<file path="src/rtl/core/spsu_pkg.sv">
// Shared types, codes and sizes for the stroke point smoother.
`default_nettype none

package spsu_pkg;

	localparam int CoordW        = 16;
	localparam int ExtraFracBits = 8;
	localparam int StateW        = CoordW + ExtraFracBits;

	localparam int QueueDepth = 2;
	localparam int QueuePtrW  = (QueueDepth > 1) ? $clog2(QueueDepth) : 1;
	localparam int QueueCntW  = $clog2(QueueDepth + 1);

	localparam int BatchMax  = 3;
	localparam int BatchCntW = $clog2(BatchMax + 1);

	localparam logic [1:0] ReqStart = 2'd0;
	localparam logic [1:0] ReqMove  = 2'd1;
	localparam logic [1:0] ReqEnd   = 2'd2;

	localparam logic [1:0] KindStart = 2'd0;
	localparam logic [1:0] KindMove  = 2'd1;
	localparam logic [1:0] KindEnd   = 2'd2;

	typedef enum logic [1:0] {
		OP_PASS  = 2'd0,
		OP_START = 2'd1,
		OP_MOVE  = 2'd2,
		OP_END   = 2'd3
	} op_t;

	typedef struct packed {
		logic [1:0]               req_type;
		logic signed [CoordW-1:0] point_x;
		logic signed [CoordW-1:0] point_y;
	} req_t;

	typedef struct packed {
		logic signed [CoordW-1:0] out_x;
		logic signed [CoordW-1:0] out_y;
		logic [1:0]               point_kind;
		logic                     run_last;
	} pt_t;

	typedef struct packed {
		op_t                      op;
		logic [1:0]               kind;
		logic signed [CoordW-1:0] x;
		logic signed [CoordW-1:0] y;
	} cmd_t;

	typedef struct packed {
		logic [BatchCntW-1:0]   cnt;
		pt_t [BatchMax-1:0]     pts;
	} batch_t;

endpackage

`default_nettype wire

</file>
<file path="src/rtl/core/spsu_queue.sv">
// Short command queue between the front end and the arithmetic engine.
`default_nettype none

module spsu_queue (
	input  wire logic            clk,
	input  wire logic            arst_n,
	input  wire logic            push,
	input  wire spsu_pkg::cmd_t  push_cmd,
	output logic                 full,
	input  wire logic            pop,
	output logic                 nonempty,
	output spsu_pkg::cmd_t       head
);

	localparam int PtrW = spsu_pkg::QueuePtrW;
	localparam int CntW = spsu_pkg::QueueCntW;

	spsu_pkg::cmd_t      mem_q [spsu_pkg::QueueDepth];
	logic [PtrW-1:0]     wr_ptr_q;
	logic [PtrW-1:0]     rd_ptr_q;
	logic [CntW-1:0]     cnt_q;

	assign full     = (cnt_q == CntW'(spsu_pkg::QueueDepth));
	assign nonempty = (cnt_q != '0);
	assign head     = mem_q[rd_ptr_q];

	always_ff @(posedge clk) begin
		if (push) begin
			mem_q[wr_ptr_q] <= push_cmd;
		end
	end

	always_ff @(posedge clk or negedge arst_n) begin
		if (!arst_n) begin
			wr_ptr_q <= '0;
			rd_ptr_q <= '0;
			cnt_q    <= '0;
		end else begin
			if (push) begin
				if (wr_ptr_q == PtrW'(spsu_pkg::QueueDepth - 1)) begin
					wr_ptr_q <= '0;
				end else begin
					wr_ptr_q <= wr_ptr_q + PtrW'(1);
				end
			end
			if (pop) begin
				if (rd_ptr_q == PtrW'(spsu_pkg::QueueDepth - 1)) begin
					rd_ptr_q <= '0;
				end else begin
					rd_ptr_q <= rd_ptr_q + PtrW'(1);
				end
			end
			if (push && !pop) begin
				cnt_q <= cnt_q + CntW'(1);
			end else if (pop && !push) begin
				cnt_q <= cnt_q - CntW'(1);
			end
		end
	end

endmodule

`default_nettype wire

</file>
<file path="config.mk">
export PLATFORM = sky130hd
export DESIGN_NAME = spsu_queue
export DESIGN_NICKNAME = d
export VERILOG_FILES = /design/src/rtl/core/spsu_pkg.sv /design/src/rtl/core/spsu_queue.sv
export SDC_FILE = /design/constraint.sdc
export NUM_CORES = 1
export LEC_CHECK = 0
export ABC_AREA = 1
export BUFFER_PORTS_ARGS = -buffer_cell sky130_fd_sc_hd__buf_2
export CORE_ASPECT_RATIO = 0.75
export CORE_MARGIN = 3
export CORE_UTILIZATION = 30
export CTS_CLUSTER_DIAMETER = 200
export DETAILED_ROUTE_END_ITERATION = 8
export REMOVE_ABC_BUFFERS = 1
export SETUP_SLACK_MARGIN = 0.5
export SYNTH_ARGS = -nofsm -noshare
export SYNTH_HDL_FRONTEND = slang
export SYNTH_SLANG_ARGS = --single-unit
</file>
<file path="constraint.sdc">
create_clock -name clk -period 2.8 [get_ports clk]
set_clock_uncertainty 0.05 [all_clocks]
set_input_delay 0.28 -clock clk [delete_from_list [all_inputs] [get_ports clk]]
set_output_delay 0.28 -clock clk [all_outputs]
set_load 0.005 [all_outputs]
</file>
# Yosys cells after proc, flatten, opt, wreduce, memory -nomap -nowiden
# Memories as Yosys holds them, arrays and structs flattened.
# Index checks and enable logic that the tools add are counted.
# classes
add_sub_neg	4
eq_ne	1
n_mux	6
reduce_logical	6
# ops
operator	n
1-bit 2-to-1 mux	4
2-bit 2-to-1 mux	2
2-bit nonzero test	2
1-bit adder, second input constant	2
2-bit by 1-bit adder with 2-bit output, second input constant	1
2-bit equality test, second input constant	1
1-bit logical AND	2
1-bit zero test	2
2-bit by 1-bit subtractor with 2-bit output, second input constant	1
# word_totals
reg_bits	4
ramBits	72
in_bits	40
output_inout_bits	38
elab_cells	21
memories	1
# memory_table
name	depth	word_bits	rd	rd_ports_with_merged_regs	wr	line	text
mem_q	2	36	1	0	1	spsu_queue.sv:18	spsu_pkg::cmd_t mem_q [spsu_pkg::QueueDepth];

# Depth between registers and ports, before layout
# depth
word_depth	4
depth_mapped	7
depth_no_buf	7

# Worst setup path after synthesis
# No wires, ideal clock.
# synth_timing
path_type	reg-to-reg
start	register wr_ptr_q
end	memory mem_q[0][0] (netlist bit), enable pin
setup_ns	0.430
t_arrival_ns	1.930
required_time_ns	2.320
setup_slack_ns	0.390
path_stages_with_launch	2
n_path_buf	0
period_less_slack_ns	2.410
cell_sequence	dfrtp_1 -> nor2_1
# synth_lines
element	line	text
start: declaration	spsu_queue.sv:19	logic [PtrW-1:0] wr_ptr_q;
start signal: assignment	spsu_queue.sv:43	wr_ptr_q <= wr_ptr_q + PtrW'(1);
end: declaration	spsu_queue.sv:18	
# Straight into the memory's write port.

==> flow_metrics.env <==
export IMPL_status="finished, final reports clean"
export IMPL_yosysTopAreaCell="edfxtp_1"
export IMPL_syn_to_final_growth_pct=27.9
export IMPL_fin_util_pct=40.6
export IMPL_setup_tns_ns=0
export IMPL_ant_nets=0
export IMPL_cts_setup_buffers=0
export IMPL_start_util_pct=31.7
export IMPL_hpwl_um=3490
export IMPL_cp_max_fo=20
export IMPL_viasPerCell=4.14
export IMPL_yosys_register_bits=76
export IMPL_core_area_um2=9310
export IMPL_port_buffers=77
export IMPL_synth_area_um2=2950
export IMPL_io_pins=78
export IMPL_synth_distinct_cells=14
export IMPL_ys_flop_type="edfxtp_1"
export IMPL_period_needed_ns=2.16
export IMPL_worstSetupPathType="reg2out"
export IMPL_cts_buffers_inserted=9
export IMPL_hold_viol_final=0
export IMPL_clock_latency_ns=0.32
export IMPL_grt_max_degree=21
export IMPL_grt_overflow=0
export IMPL_clk_pin_slew_ns=0.05
export IMPL_cts_root_buf="clkbuf_16"
export IMPL_vias=1482
export IMPL_synth_cells=137
export IMPL_grt_usage_pct=9.39
export IMPL_arrival_ns=1.83
export IMPL_synth_top_cells_by_count="edfxtp_1 (72), mux2_4 (29), inv_1 (7), mux2_2 (7), nand2_1 (6)"
export IMPL_grt_pass1_vias=1571
export IMPL_endpoint_kind="primary output"
export IMPL_grt_pass1_wl_um=7810
export IMPL_finalSetupViolCount=0
export IMPL_gp_congestion=0.650
export IMPL_fp_dieW_um=121
export IMPL_yosys_cell_count_top_type="edfxtp_1"
export IMPL_ys_seq_area_share_pct=76.6
export IMPL_synth_area_leaders="edfxtp_1 (73%), mux2_4 (15%), dfrtp_1 (3.4%)"
export IMPL_wl_per_cell_um=13.8
export IMPL_htreeDepth=3
export IMPL_rsz0062_at_grt="no"
export IMPL_floorplan_die_area_um2=11100
export IMPL_synthArstFlopShare_pct=5.26
export IMPL_yosys_warnings=0
export IMPL_powerDensity_nw_per_um2=987
export IMPL_final_max_slew_viol_count=0
export IMPL_syn_area_per_cell_um2=21.6
export IMPL_total_power_w=0.00373
export IMPL_clkSinkCount=76
export IMPL_fillers=873
export IMPL_antenna_found_initial=1
export IMPL_critical_path_required_ns=2.47
export IMPL_start_kind="flip-flop"
export IMPL_rows=30
export IMPL_diodes=0
export IMPL_firstDrtPassIters=4
export IMPL_max_cap_violations=0
export IMPL_nets=267
export IMPL_clock_path_buffers=2
export IMPL_synth_top_area_share_pct=73.2
export IMPL_drc_errors=0
export IMPL_fmax_mhz=464
export IMPL_cts_tree="yes"
export IMPL_timing_hold_ws_ns=0.0934
export IMPL_drtIter0Drc=21
export IMPL_final_layout_size_suffix_gt1_share_pct=56.5
export IMPL_peakVddDrop_uv=591
export IMPL_hold_path_class="in2reg"
export IMPL_routed_wl_um=4950
export IMPL_die_h_um=91.9
export IMPL_slew_headroom_pct=61.2
export IMPL_cts_resized=0
export IMPL_synth_edf_count=72
export IMPL_p_leak_nw=1.54
export IMPL_worstMarginPinSlew_ns=0.582
export IMPL_timing_final_crit_share_pct=77.0
[cells in the final DEF (no fill, tap or decap), types with 2 or more instances in the layout]
cell type / count
xor2_1: 2
mux2_2: 7
inv_1: 7
mux2_4: 29
edfxtp_1: 72
buf_12: 2
dfrtp_1: 3
nand2_1: 6
buf_2: 77
buf_4: 2
clkbuf_16: 9
clkbuf_1: 3
[routing by layer]
metal  share of wire, %  track usage [%]
met1                 44             11.4
met2                 44             13.7
met3                 11             5.92
met4                1.5             3.11
met5               0.26                0
[area by class of cell]
class / count / area, um^2 / share of cell area (%)
clock buffer: 12 / 236 / 6.26
inverter: 7 / 26.3 / 0.696
tap: 128 / 160 / 4.24
timing repair buffer: 82 / 450 / 11.9
multi-input combinational: 50 / 602 / 15.9
sequential: 76 / 2260 / 59.9
clock inverter: 3 / 38.8 / 1.03
[worst max-delay path, cell delays in order, from the launching register on]
cell     delay [ns]
dfrtp_2        0.74
buf_12         0.27
mux2_2         0.35
buf_2          0.13
[where the power goes]
part / switching (W) / total [W] / internal (W)
Sequential: 0.000136 / 0.00165 / 0.00151
Clock: 0.000388 / 0.00107 / 0.000680
Combinational: 0.000417 / 0.00101 / 0.000592
Total: 0.000941 / 0.00373 / 0.00279
[cell families after synthesis]
kind of cell	count (synthesis)	synth area share, %
xor gates and xnor gates	3	0.890
adders and majority gates	1	0.423
buffers and inverters	11	3.30
DFF	76	76.6
muxes	36	17.4
and+or+nand+nor	10	1.40
[registers in the layout, indices dropped and copies added, names as in the netlist]
name and count:
mem_q 72, cnt_q 2, wr_ptr_q 1, rd_ptr_q 1
[worst paths after layout]
| kind | start | endpoint | slack, ns | depth (start not counted) |
|---|---|---|---|---|
| min | push_cmd[13] | mem_q[0][13]$_DFFE_PP_ | 0.09 | 1 |
| min in group asynchronous | arst_n | rd_ptr_q$_DFFE_PN0P_ | 0.24 | 2 |
| max | rd_ptr_q$_DFFE_PN0P_ | head[22] | 0.64 | 3 |
| max reg2reg | wr_ptr_q$_DFFE_PN0P_ | mem_q[0][33]$_DFFE_PP_ | 1.27 | 2 |
| min reg2reg | cnt_q[1]$_DFFE_PN0P_ | cnt_q[1]$_DFFE_PN0P_ | 0.43 | 2 |
| max in group asynchronous | arst_n | rd_ptr_q$_DFFE_PN0P_ | 2.33 | 2 |
[timing repair]
| item | CTS | global route |
|---|---|---|
| hold buffers | 1 | 0 |
| hold endpoints to repair | 4 | 0 |
| setup endpoints to repair | 0 | 0 |
[metrics by stage]
| step | std cells | area [um^2] | setup WS, ns |
|---|---|---|---|
| floorplan | 133 | 2880 | 0.390 |
| global placement | 342 | 3490 | 0.974 |
| detailed placement | 342 | 3490 | 0.965 |
| CTS | 358 | 3780 | 0.601 |
| global route | 358 | 3780 | 0.542 |
| finish | 358 | 3780 | 0.643 |
Note: power is estimated with default switching activity, not from simulation.
