### src/rtl/core/spsu_pkg.sv
// Shared types, codes and sizes for the stroke point smoother.
`default_nettype none

package spsu_pkg;

	localparam int CoordW        = 16;
	localparam int ExtraFracBits = 8;
	localparam int StateW        = CoordW + ExtraFracBits;

	localparam int QueueDepth = 2;
	localparam int QueuePtrW  = (QueueDepth > 1) ? $clog2(QueueDepth) : 1;
	localparam int QueueCntW  = $clog2(QueueDepth + 1);

	localparam int BatchMax  = 3;
	localparam int BatchCntW = $clog2(BatchMax + 1);

	localparam logic [1:0] ReqStart = 2'd0;
	localparam logic [1:0] ReqMove  = 2'd1;
	localparam logic [1:0] ReqEnd   = 2'd2;

	localparam logic [1:0] KindStart = 2'd0;
	localparam logic [1:0] KindMove  = 2'd1;
	localparam logic [1:0] KindEnd   = 2'd2;

	typedef enum logic [1:0] {
		OP_PASS  = 2'd0,
		OP_START = 2'd1,
		OP_MOVE  = 2'd2,
		OP_END   = 2'd3
	} op_t;

	typedef struct packed {
		logic [1:0]               req_type;
		logic signed [CoordW-1:0] point_x;
		logic signed [CoordW-1:0] point_y;
	} req_t;

	typedef struct packed {
		logic signed [CoordW-1:0] out_x;
		logic signed [CoordW-1:0] out_y;
		logic [1:0]               point_kind;
		logic                     run_last;
	} pt_t;

	typedef struct packed {
		op_t                      op;
		logic [1:0]               kind;
		logic signed [CoordW-1:0] x;
		logic signed [CoordW-1:0] y;
	} cmd_t;

	typedef struct packed {
		logic [BatchCntW-1:0]   cnt;
		pt_t [BatchMax-1:0]     pts;
	} batch_t;

endpackage

`default_nettype wire

### src/rtl/core/spsu_emit.sv
// Result buffer: holds one batch of points and sends them one per transfer.
`default_nettype none

module spsu_emit (
	input  wire logic               clk,
	input  wire logic               arst_n,
	input  wire logic               load_valid,
	output logic                    load_ready,
	input  wire spsu_pkg::batch_t   load_batch,
	output logic                    pt_valid,
	input  wire logic               pt_stall,
	output spsu_pkg::pt_t           pt_data
);

	localparam int IdxW = $clog2(spsu_pkg::BatchMax);
	localparam int CntW = spsu_pkg::BatchCntW;

	spsu_pkg::pt_t [spsu_pkg::BatchMax-1:0] pts_q;
	logic [CntW-1:0] cnt_q;
	logic [IdxW-1:0] idx_q;
	logic            xfer;
	logic            load;

	assign pt_valid   = (cnt_q != '0);
	assign pt_data    = pts_q[idx_q];
	assign xfer       = pt_valid && !pt_stall;
	assign load_ready = (cnt_q == '0) || ((cnt_q == CntW'(1)) && !pt_stall);
	assign load       = load_valid && load_ready;

	always_ff @(posedge clk) begin
		if (load) begin
			pts_q <= load_batch.pts;
		end
	end

	always_ff @(posedge clk or negedge arst_n) begin
		if (!arst_n) begin
			cnt_q <= '0;
			idx_q <= '0;
		end else if (load) begin
			cnt_q <= load_batch.cnt;
			idx_q <= '0;
		end else if (xfer) begin
			cnt_q <= cnt_q - CntW'(1);
			idx_q <= idx_q + IdxW'(1);
		end
	end

endmodule

`default_nettype wire

### config.mk
export PLATFORM = sky130hd
export DESIGN_NAME = spsu_emit
export DESIGN_NICKNAME = d
export VERILOG_FILES = /design/src/rtl/core/spsu_pkg.sv /design/src/rtl/core/spsu_emit.sv
export SDC_FILE = /design/constraint.sdc
export NUM_CORES = 1
export LEC_CHECK = 0
export BUFFER_PORTS_ARGS = -buffer_cell sky130_fd_sc_hd__buf_4
export CAP_MARGIN = 0
export CELL_PAD_IN_SITES_DETAIL_PLACEMENT = 1
export CELL_PAD_IN_SITES_GLOBAL_PLACEMENT = 1
export CORE_MARGIN = 4
export CORE_UTILIZATION = 40
export CTS_CLUSTER_SIZE = 12
export DETAILED_ROUTE_END_ITERATION = 6
export PLACE_DENSITY_LB_ADDON = 0.12
export SYNTH_ARGS = -nofsm -noshare
export SYNTH_HDL_FRONTEND = slang
export SYNTH_SLANG_ARGS = --single-unit
### constraint.sdc
create_clock -name clk -period 8.8 [get_ports clk]
set_input_delay 0.88 -clock clk [delete_from_list [all_inputs] [get_ports clk]]
set_output_delay 0.88 -clock clk [all_outputs]
set_load 0.01 [all_outputs]
# Yosys cells after proc, flatten, opt, wreduce, memory -nomap -nowiden
# Index checks and enable logic that the tools add are counted.
[word_totals]
regBits = 109
in_bits = 111
output_inout_bits = 37
word_cells = 32
[classes]
n_addsub = 2
magnitude_cmp = 1
eq_ne = 1
n_mux = 6
n_reduce_logical = 8
[ops]
columns = ["op", "n"]
rows = [
  ["binary-select mux 35 bit (select 2 bit)", 1],
  ["two-way mux 35 bit", 1],
  ["two-way mux 2 bit", 4],
  ["nonzero test 2 bit", 2],
  ["logical AND 1 bit", 3],
  ["< comparator 2 x 3 -> 1 bit, second input constant", 1],
  ["adder 2 x 1 -> 2 bit, second input constant", 1],
  ["equality test 2 x 1 -> 1 bit, second input constant", 1],
  ["logical NOT 2 bit", 1],
  ["subtractor 2 x 1 -> 2 bit, second input constant", 1],
  ["logical NOT 1 bit", 1],
  ["logical OR 1 bit", 1],
]

# Longest topological paths before layout
# Gate-level depths: netlist of run 1.
[logic_depth]
ltp_word = 5
ltp_mapped = 5
depth_no_buf = 5

# Worst setup path before layout of run 1
# OpenSTA, ideal clock, no wires.
[synth_timing]
path_kind = "input-to-reg"
from = "input pt_stall"
to = "register cnt_q[1]"
setup_time_ns = 0.090
arrival_time_ns = 6.787
required_time_ns = 8.710
setup_slack_ns = 1.923
stages = 3
n_path_buf = 0
cell_sequence = "nand2b_1 a21boi_1 a221o_1"
[synth_between]
elab_chain_cells = 5
elab_cells_between_ends = 7
classes_between = "mux (1); reduce/logical (6)"
[synth_rtl]
columns = ["item", "line", "source"]
rows = [
  ["start, declared", "spsu_emit.sv:11", "input wire logic pt_stall,"],
  ["logical NOT 1 bit (*)", "spsu_emit.sv:27", "assign load_ready = (cnt_q == '0) || ((cnt_q == CntW'(1)) && !pt_stall);"],
  ["logical AND 1 bit (*)", "spsu_emit.sv:27", ""],
  ["logical OR 1 bit (*)", "spsu_emit.sv:27", ""],
  ["logical AND 1 bit (*)", "spsu_emit.sv:28", "assign load = load_valid && load_ready;"],
  ["via load", "spsu_emit.sv:22", "logic load;"],
  ["two-way mux 2 bit or nonzero test 2 bit (tied branches)", "--", ""],
  ["end signal, assigned", "spsu_emit.sv:41", "cnt_q <= load_batch.cnt;"],
  ["end signal, assigned", "spsu_emit.sv:44", "cnt_q <= cnt_q - CntW'(1);"],
  ["end, declared", "spsu_emit.sv:19", "logic [CntW-1:0] cnt_q;"],
]
# The timed path passes the listed nets; every way through them passes the cells marked *.
# A chain may end at the register's enable or synchronous reset.

==> results.py, run 1 <==
metrics = {
    "synthesis": {
        "synth.area.top_cells": "edfxtp_1 76%, mux2i_1 8.4%, o21ai_0 3.5%",
        "synth-simple-area-share_pct": 4.163,
        "synth_top_family_by_area": "multiplexers",
        "synth_compound_area_share_pct": 6.516,
        "synth_warnings": 0,
        "synth_adder_area_share_pct": 0.6033,
        "synthMuxAreaShare_pct": 8.446,
        "avgSynthCellArea_um2": 16.52,
        "synth_top_area_share_pct": 76.02,
        "ys_seq_area_share_pct": 78.43,
        "syn-instance-count": 251,
        "ys_ff_latch": 109,
        "synthesis.nets": 364,
        "synth.distinct_cells": 26,
        "synth_xor_area_share_pct": 0,
        "synth_area_um2": 4148,
        "yosysTopAreaCell": "edfxtp_1",
    },
    "cells_and_area": {
        "final_common_cell": "buf_4",
        "final_cell_mix": "151 x buf_4, 105 x edfxtp_1, 36 x nand2_1",
        "regArea_um2": 3254,
        "fin_nets": 514,
        "synthToLayoutAreaGrowth_pct": 34.78,
        "drive_gt1_share_pct": 42.12,
        "fill_cells": 986,
        "antenna_cells": 0,
        "multi_input_area_um2": 837.1,
    },
    "routing": {
        "postRouteAntennaNets": 0,
        "drtPass1Iterations": 4,
        "vias_per_cell": 4.865,
        "drtIter0Drc": 117,
        "vias": 2622,
        "drc_errors": 0,
        "avgRoutedWirePerCell_um": 18.12,
        "wl_mm": 9.767,
    },
    "global_routing": {
        "grt_first_pass_wirelength_mm": 14.34,
        "grt_max_degree": 61,
        "grt_use_total_pct": 16.20,
        "grt_antenna_before_repair": 0,
        "overflow": 0,
        "grt_pass1_vias": 2845,
    },
    "power": {
        "p_leak_uw": 0.002156,
        "ir_drop_mv": 0.1522,
        "p_per_area_nw_per_um2": 290.7,
        "p_total_uw": 1625,
    },
    "worst_setup_path": {
        "ff2ff_setup_slack_ns": 6.12,
        "worstSetupEndpointType": "output pin",
        "rr_worst_depth": 6,
        "worstSetupStartpoint": "idx_q[1]$_DFFE_PN0P_",
        "crit_chain": "nor2b_4 -> nand2_1 -> o21ai_0 -> buf_4",
        "startpoint_type": "flop",
        "crit_required_ns": 7.92,
        "arrival_ns": 2.00,
        "critPathMaxFanout": 35,
        "max_stage_delay_ns": 0.75,
        "r2r_end": "pts_q[31]$_DFFE_PP_",
        "slowest_stage": "nor2b_4",
        "r2r_start": "cnt_q[0]$_DFFE_PN0P_",
        "crit_type": "reg -> out",
    },
    "run": {
        "cap_violations": 0,
    },
    "timing": {
        "tightest_slew_ns": 0.9478,
        "clock.fmax_mhz": 347.5,
        "maxSlewViolCount": 0,
        "rsz0062_at_grt": "false",
        "period_share_pct": 32.70,
        "hold_viol": 0,
        "post-route-min-period_ns": 2.878,
        "finClkSkew_ns": 0.02100,
        "max_slew_margin_pct": 36.68,
        "tns_ns": 0,
        "setup_viol_count_final": 0,
    },
    "clocking": {
        "cts_root_buf": "clkbuf_8",
        "cts_tree": "done",
        "htreeDepth": 3,
        "cts_buffers": 9,
        "clk_pin_slew_ns": 0.10,
        "clk-insertion-delay-late_ns": 0.37,
        "postCtsSetupBuffers": 0,
        "clock_sinks": 109,
        "cts_resized": 0,
        "cts_hold_buf": 0,
        "cts.path.max_buffers": 2,
    },
    "worst_hold_path": {
        "hold_class": "in -> async",
    },
    "die": {
        "die_h_um": 109.8,
        "initial_core_util_pct": 41.67,
        "coreArea_um2": 9955,
        "io_pins": 148,
        "dieArea_um2": 12060,
        "rows": 36,
        "die_x_um": 109.8,
    },
    "placed_design": {
        "numPortBuffers": 147,
        "gp_congestion": 0.7439,
        "hpwl_mm": 6.832,
    },
    "outcome": {
        "status": "finished clean",
    },
}
flip-flops by register name, indices dropped and copies added, names as in the netlist:
name   flops
pts_q    105
cnt_q      2
idx_q      2
worst max-delay path, delay by kind of cell, from the launching register on:
family	cells	cell delay, ns
buf+inv	1	0.18
flops	1	0.44
compound gates	1	0.15
simple gates	2	0.88
metal layers:
layer	GRT usage, %	vias up	wire length (um)
li1	-	1245	-
met1	18.39	1273	3701
met2	28.81	89	5186
met3	5.344	15	721
met4	4.987	0	157
met5	0	-	0
report_power, final:
part,internal (uW),switching [uW],leakage (uW)
Clock,108,170,0.0000940
Sequential,712,31.4,0.00103
Combinational,261,342,0.00104
Total,1080,544,0.00216
worst max path at each step:
| stage | to | slack (ns) | cells past startpoint |
|---|---|---|---|
| finish | pt_data[12] | 5.92 | 4 |
| global route | pt_data[27] | 5.75 | 4 |
| CTS | pt_data[23] | 5.83 | 4 |
| detailed placement | pts_q[58]$_DFFE_PP_ | 5.76 | 5 |
| global placement | pts_q[18]$_DFFE_PP_ | 5.82 | 5 |
| floorplan | cnt_q[1]$_DFFE_PN0P_ | 1.92 | 3 |
synthesized netlist by cell type, drive strengths merged:
| cell type | number |
|---|---|
| a21o | 1 |
| o2111a | 1 |
| ha | 2 |
| a221o | 1 |
| a21oi | 1 |
| buf | 7 |
| nor2 | 2 |
| a2111oi | 3 |
| o32ai | 1 |
| edfxtp | 105 |
| o21ai | 36 |
| inv | 4 |
| nand2 | 36 |
| nor4 | 1 |
| a21boi | 1 |
| nor3 | 1 |
| nor2b | 1 |
| a22oi | 1 |
| clkbuf | 5 |
| mux2i | 35 |
| dfrtp | 4 |
| nand2b | 2 |
logic make-up after synthesis:
family,after synthesis
flip-flops,109
AO/OA/AOI/OAI,46
AND/OR/NAND/NOR,43
multiplexers,35
buffers and inverters,16
adder cells (fa/ha/maj),2
area by class of cell:
| cell class | instances | share of cell area (%) |
|---|---|---|
| clock buffers | 10 | 2.283 |
| clock inverters | 6 | 1.007 |
| inverters | 4 | 0.2686 |
| multi-input cells | 126 | 14.97 |
| flip-flops and latches | 109 | 58.21 |
| well taps | 133 | 2.977 |
| repair buffers | 151 | 20.28 |
stage by stage:
step                      hold WS [ns]  cells  setup slack (ns)  cell area (um^2)  utilization (%)
after floorplan                 0.4794    251             1.923              4148                -
after detailed placement        0.5271    523             5.757              5406            54.31
after global placement          0.5010    523             5.817              5406            54.31
after global routing            0.2823    539             5.749              5590            56.16
after CTS                       0.2843    539             5.831              5590            56.16
final                           0.3031    539             5.922              5590            56.16
Power figures use the tool's default switching activity.
==> run 2, diff against run 1 <==
- clock period: 8.8 -> 2.79 ns (I/O delays scaled with it)
==> results.py, run 2 (same netlist as run 1, synthesis figures left out) <==
metrics = {
    "outcome": {
        "status": "finished clean",
    },
    "global_routing": {
        "use_met2_pct": 29.59,
        "met3_usage_pct": 4.639,
        "grt_pass1_vias": 2891,
        "grt_first_pass_wirelength_mm": 15.10,
        "grt_max_degree": 40,
        "overflow": 0,
        "grt_antenna_before_repair": 0,
        "grt_busiest_layer": "met2",
        "grtUsageMet1_pct": 20.16,
        "grt_use_total_pct": 17.03,
    },
    "placed_design": {
        "numPortBuffers": 147,
        "hpwl_mm": 7.272,
        "gp_congestion": 0.7784,
    },
    "die": {
        "initial_core_util_pct": 41.67,
        "die_h_um": 109.8,
        "io_pins": 148,
        "rows": 36,
        "coreArea_um2": 9955,
        "die_x_um": 109.8,
        "dieArea_um2": 12060,
    },
    "clocking": {
        "cts_root_buf": "clkbuf_8",
        "htreeDepth": 3,
        "postCtsSetupBuffers": 0,
        "cts_buffers": 9,
        "clock_sinks": 109,
        "clk_pin_slew_ns": 0.11,
        "clk-insertion-delay-late_ns": 0.36,
        "cts.path.max_buffers": 2,
        "cts_tree": "done",
        "cts_resized": 0,
    },
    "worst_setup_path": {
        "crit_required_ns": 2.51,
        "max_stage_delay_ns": 0.81,
        "worstSetupEndpointType": "output pin",
        "crit_family": "simple AND/OR/NAND/NOR gates",
        "slowest_stage": "nor2b_4",
        "crit_chain": "nor2b_4 -> nand2_1 -> o21ai_1 -> buf_4",
        "path_buf_inv": 1,
        "ff2ff_setup_slack_ns": 0.69,
        "crit_type": "reg -> out",
        "startpoint_type": "flop",
        "critPathMaxFanout": 35,
        "arrival_ns": 2.20,
    },
    "cells_and_area": {
        "final_cell_mix": "153 x buf_4, 105 x edfxtp_1, 36 x nand2_1",
        "reg_top3": "pts_q (105), cnt_q (2), idx_q (2)",
        "final_common_cell": "buf_4",
        "fin_nets": 521,
        "top_register": "pts_q",
        "synthToLayoutAreaGrowth_pct": 38.13,
        "antenna_cells": 0,
        "largest_reg_flops": 105,
        "drive_gt1_share_pct": 44.07,
    },
    "routing": {
        "drtIter0Drc": 81,
        "drc_errors": 0,
        "vias": 2643,
        "avgRoutedWirePerCell_um": 18.21,
        "wl_mm": 9.945,
        "vias_per_cell": 4.841,
        "postRouteAntennaNets": 0,
        "drtPass1Iterations": 4,
    },
    "timing": {
        "post-route-min-period_ns": 2.480,
        "tns_ns": 0,
        "max_slew_margin_pct": 38.27,
        "clock.fmax_mhz": 403.2,
        "fin_hold_ws_ns": 0.08489,
        "hold_viol": 0,
        "setup_viol_count_final": 0,
        "tightest_slew_ns": 0.9240,
        "period_share_pct": 88.90,
        "finClkSkew_ns": 0.01428,
        "maxSlewViolCount": 0,
        "rsz0062_at_grt": "false",
    },
    "power": {
        "combPwrFrac_pct": 37.9,
        "p_seq_share_pct": 45.4,
        "p_total_uw": 5274,
        "internal_power_uw": 3523,
        "ir_drop_mv": 0.4801,
        "p_sw_share_pct": 33.20,
        "power.share.clock_pct": 16.7,
        "netSwitchingPower_uw": 1751,
        "p_leak_uw": 0.002210,
        "p_per_area_nw_per_um2": 920.5,
    },
    "worst_hold_path": {
        "hold_class": "in -> reg",
    },
    "run": {
        "cap_violations": 0,
    },
}
## run 2: worst reg2reg max path, cell delays in order (launching register included)
cell and delay, ns:
dfrtp_1 0.49, inv_2 0.12, ha_4 0.18, inv_4 0.07
a21boi_4 0.66, buf_12 0.28
## run 2: layout make-up
type	instances	area (um^2)
well taps	133	166.4
multi-input cells	126	869.6
clock buffers	10	127.6
fillers	997	4225
inverters	4	17.52
repair buffers	158	1239
flip-flops and latches	109	3254
clock inverters	6	55.05
## run 2: power by group through the flow
stage          combinational, uW  sequential (uW)  clock (uW)
2_1_floorplan               1080             2380           0
3_3_place_gp                2000             2410           0
3_5_place_dp                2050             2440           0
4_1_cts                     2060             2400         924
5_1_grt                     2200             2430         997
6_report                    2000             2390         882
## run 2: worst paths after layout
check	from	depth (start not counted)	end
min in group asynchronous	arst_n	2	cnt_q[0]$_DFFE_PN0P_
max	idx_q[1]$_DFFE_PN0P_	4	pt_data[14]
min	load_batch[80]	1	pts_q[80]$_DFFE_PP_
max in group asynchronous	arst_n	2	idx_q[1]$_DFFE_PN0P_
min reg2reg	cnt_q[1]$_DFFE_PN0P_	1	cnt_q[1]$_DFFE_PN0P_
max reg2reg	cnt_q[0]$_DFFE_PN0P_	5	pts_q[86]$_DFFE_PP_
## run 2: layer usage
metal	up-vias	part of all wire, %
li1	1262	-
met1	1282	39
met2	88	53
met3	11	6.8
met4	0	1.4
met5	-	0
## run 2: repair_timing
action,CTS,global route
hold endpoints to repair,4,0
hold buffers,1,0
endpoints found under the setup margin,0,0
## run 2: through the flow
step	instance area (um^2)	cells	setup slack, ns	utilization, %
3_5_place_dp	5537	529	0.6420	55.62
3_3_place_gp	5537	529	0.6419	55.62
2_1_floorplan	4194	251	-0.2127	-
5_1_grt	5729	546	0.06935	57.55
6_report	5729	546	0.3097	57.55
4_1_cts	5729	546	0.2290	57.55
==> run 3, diff against run 2 <==
- ABC_AREA: default -> 1
- CTS_CLUSTER_SIZE: 12 -> 16
==> results.py, run 3 <==
metrics = {
    "outcome": {
        "status": "finished clean",
    },
    "synthesis": {
        "synth_top_area_share_pct": 71.65,
        "synth_area_um2": 4400,
        "ys_seq_area_share_pct": 73.93,
        "synthMostInstantiatedCell": "edfxtp_1",
        "avgSynthCellArea_um2": 14.67,
        "synthFlopType": "edfxtp_1",
        "ys_top_cells_by_count": "105 x edfxtp_1, 63 x nor2_1, 42 x nand3_1",
        "synth.distinct_cells": 20,
        "synth_warnings": 0,
        "synthesis.nets": 413,
        "synthArstFlopShare_pct": 3.670,
        "synth_edf_count": 105,
        "synth.area.top_cells": "edfxtp_1 72%, o31ai_2 8.0%, nor2_1 5.4%",
        "yosysTopAreaCell": "edfxtp_1",
        "syn-instance-count": 300,
        "ys_ff_latch": 109,
    },
    "worst_setup_path": {
        "r2r_end": "pts_q[12]$_DFFE_PP_",
        "startpoint_type": "flop",
        "crit_chain": "inv_2 -> buf_12 -> nor2_1 -> o31ai_2 -> buf_4",
        "arrival_ns": 1.93,
        "path_buf_inv": 3,
        "critPathMaxFanout": 48,
        "crit_family": "buffers and inverters",
        "max_stage_delay_ns": 0.42,
        "crit_required_ns": 2.51,
        "ff2ff_setup_slack_ns": 0.69,
        "rr_worst_depth": 7,
        "worstSetupEndpointType": "output pin",
        "r2r_start": "cnt_q[0]$_DFFE_PN0P_",
        "slowest_stage": "dfrtp_2",
        "crit_type": "reg -> out",
    },
    "die": {
        "io_pins": 148,
        "rows": 38,
        "die_h_um": 112.9,
        "dieArea_um2": 12740,
        "die_x_um": 112.9,
        "initial_core_util_pct": 40.77,
        "coreArea_um2": 10790,
    },
    "clocking": {
        "htreeDepth": 3,
        "clk_pin_slew_ns": 0.10,
        "cts_root_buf": "clkbuf_8",
        "postCtsSetupBuffers": 0,
        "clock_sinks": 109,
        "cts_tree": "done",
        "cts_buffers": 9,
        "cts_resized": 0,
        "cts.path.max_buffers": 2,
        "clk-insertion-delay-late_ns": 0.37,
    },
    "global_routing": {
        "grt_antenna_before_repair": 0,
        "grt_use_total_pct": 16.16,
        "overflow": 0,
        "grt_pass1_vias": 3093,
        "grt_first_pass_wirelength_mm": 15.89,
        "grt_max_degree": 51,
    },
    "power": {
        "p_per_area_nw_per_um2": 1009,
        "ir_drop_mv": 0.4486,
        "p_leak_uw": 0.002291,
    },
    "cells_and_area": {
        "drive_gt1_share_pct": 46.78,
        "final_cell_mix": "149 x buf_4, 105 x edfxtp_1, 63 x nor2_1",
        "fill_cells": 1070,
        "final_common_cell": "buf_4",
        "top_register": "pts_q",
        "antenna_cells": 0,
        "synthToLayoutAreaGrowth_pct": 33.84,
        "reg_top3": "pts_q (105), cnt_q (2), idx_q (2)",
        "largest_reg_flops": 105,
        "fin_nets": 559,
    },
    "timing": {
        "clock.fmax_mhz": 453.4,
        "rsz0062_at_grt": "false",
        "tns_ns": 0,
        "hold_viol": 0,
        "tightest_slew_ns": 0.5836,
        "max_slew_margin_pct": 61.01,
        "setup_viol_count_final": 0,
        "fin_hold_ws_ns": 0.07808,
        "period_share_pct": 79.05,
        "finClkSkew_ns": 0.007253,
        "post-route-min-period_ns": 2.205,
        "maxSlewViolCount": 0,
    },
    "routing": {
        "drtIter0Drc": 124,
        "wl_mm": 10.16,
        "postRouteAntennaNets": 0,
        "vias_per_cell": 4.890,
        "vias": 2890,
        "drtPass1Iterations": 4,
        "drc_errors": 0,
        "avgRoutedWirePerCell_um": 17.19,
    },
    "placed_design": {
        "hpwl_mm": 7.136,
        "numPortBuffers": 147,
        "gp_congestion": 0.7305,
    },
    "worst_hold_path": {
        "hold_depth": 1,
        "hold_class": "in -> reg",
        "min_delay_worst_endpoint": "pts_q[34]$_DFFE_PP_",
        "hp-start": "load_batch[34]",
    },
    "run": {
        "cap_violations": 0,
    },
}
run 3: metrics by stage:
| step | total power [uW] | utilization, % | worst slack (ns) | instances | cell area, um^2 |
|---|---|---|---|---|---|
| finish | 5943 | 54.57 | 0.5845 | 591 | 5889 |
| global route | 6341 | 54.57 | 0.4263 | 591 | 5889 |
| CTS | 6062 | 54.57 | 0.5316 | 591 | 5889 |
| detailed placement | 5025 | 52.50 | 0.6688 | 574 | 5667 |
| global placement | 4936 | 52.50 | 0.7440 | 574 | 5667 |
| floorplan | 3973 | - | 0.006408 | 300 | 4422 |
run 3: area by class of cell:
type,instances,area [um^2],share of cell area [%]
sequential,109,3258,55.32
timing repair buffer,154,1209,20.52
multi-input combinational,164,1001,17.00
tap,140,175.2,2.974
clock buffer,9,123.9,2.103
clock inverter,7,88.84,1.508
inverter,8,33.78,0.5736
run 3: logic make-up (layout without fill, tap and decap cells):
| logic type | Yosys count | after routing | synth area share, % |
|---|---|---|---|
| buffers and inverters | 27 | 178 | 3.725 |
| and+or+nand+nor | 125 | 125 | 12.40 |
| adders and majority gates | 2 | 2 | 0.5686 |
| DFF | 109 | 109 | 73.93 |
| AOI/OAI and AO/OA | 37 | 37 | 9.383 |
run 3: what timing repair did:
| action | 4_1_cts | 5_1_grt |
|---|---|---|
| hold endpoints to repair | 4 | 0 |
| hold buffers | 1 | 0 |
| endpoints found under the setup margin | 0 | 0 |
run 3: report_power, final:
group | total, uW | leakage [uW] | switching [uW] | internal (uW)
clock network | 1020 | 0.000105 | 522 | 502
logic | 2480 | 0.00116 | 1380 | 1090
registers | 2440 | 0.00102 | 178 | 2260
total | 5940 | 0.00229 | 2080 | 3860
run 3: worst max path at each step:
stage	depth (start not counted)	slack, ns	start	to
after global routing	5	0.43	idx_q[0]$_DFFE_PN0P_	pt_data[6]
after global placement	6	0.74	cnt_q[0]$_DFFE_PN0P_	pts_q[36]$_DFFE_PP_
after CTS	5	0.53	idx_q[0]$_DFFE_PN0P_	pt_data[6]
after floorplan	6	0.006	cnt_q[0]$_DFFE_PN0P_	pts_q[0]$_DFFE_PP_
after detailed placement	7	0.67	cnt_q[0]$_DFFE_PN0P_	pts_q[36]$_DFFE_PP_
final	5	0.58	idx_q[0]$_DFFE_PN0P_	pt_data[6]
run 3: layer usage:
| metal | vias to the layer above | track usage [%] | part of all wire, % |
|---|---|---|---|
| met5 | - | 0 | 0 |
| met4 | 0 | 5.769 | 1.2 |
| met3 | 8 | 5.936 | 8.1 |
| met2 | 86 | 27.57 | 52 |
| met1 | 1407 | 18.76 | 38 |
| li1 | 1389 | - | - |
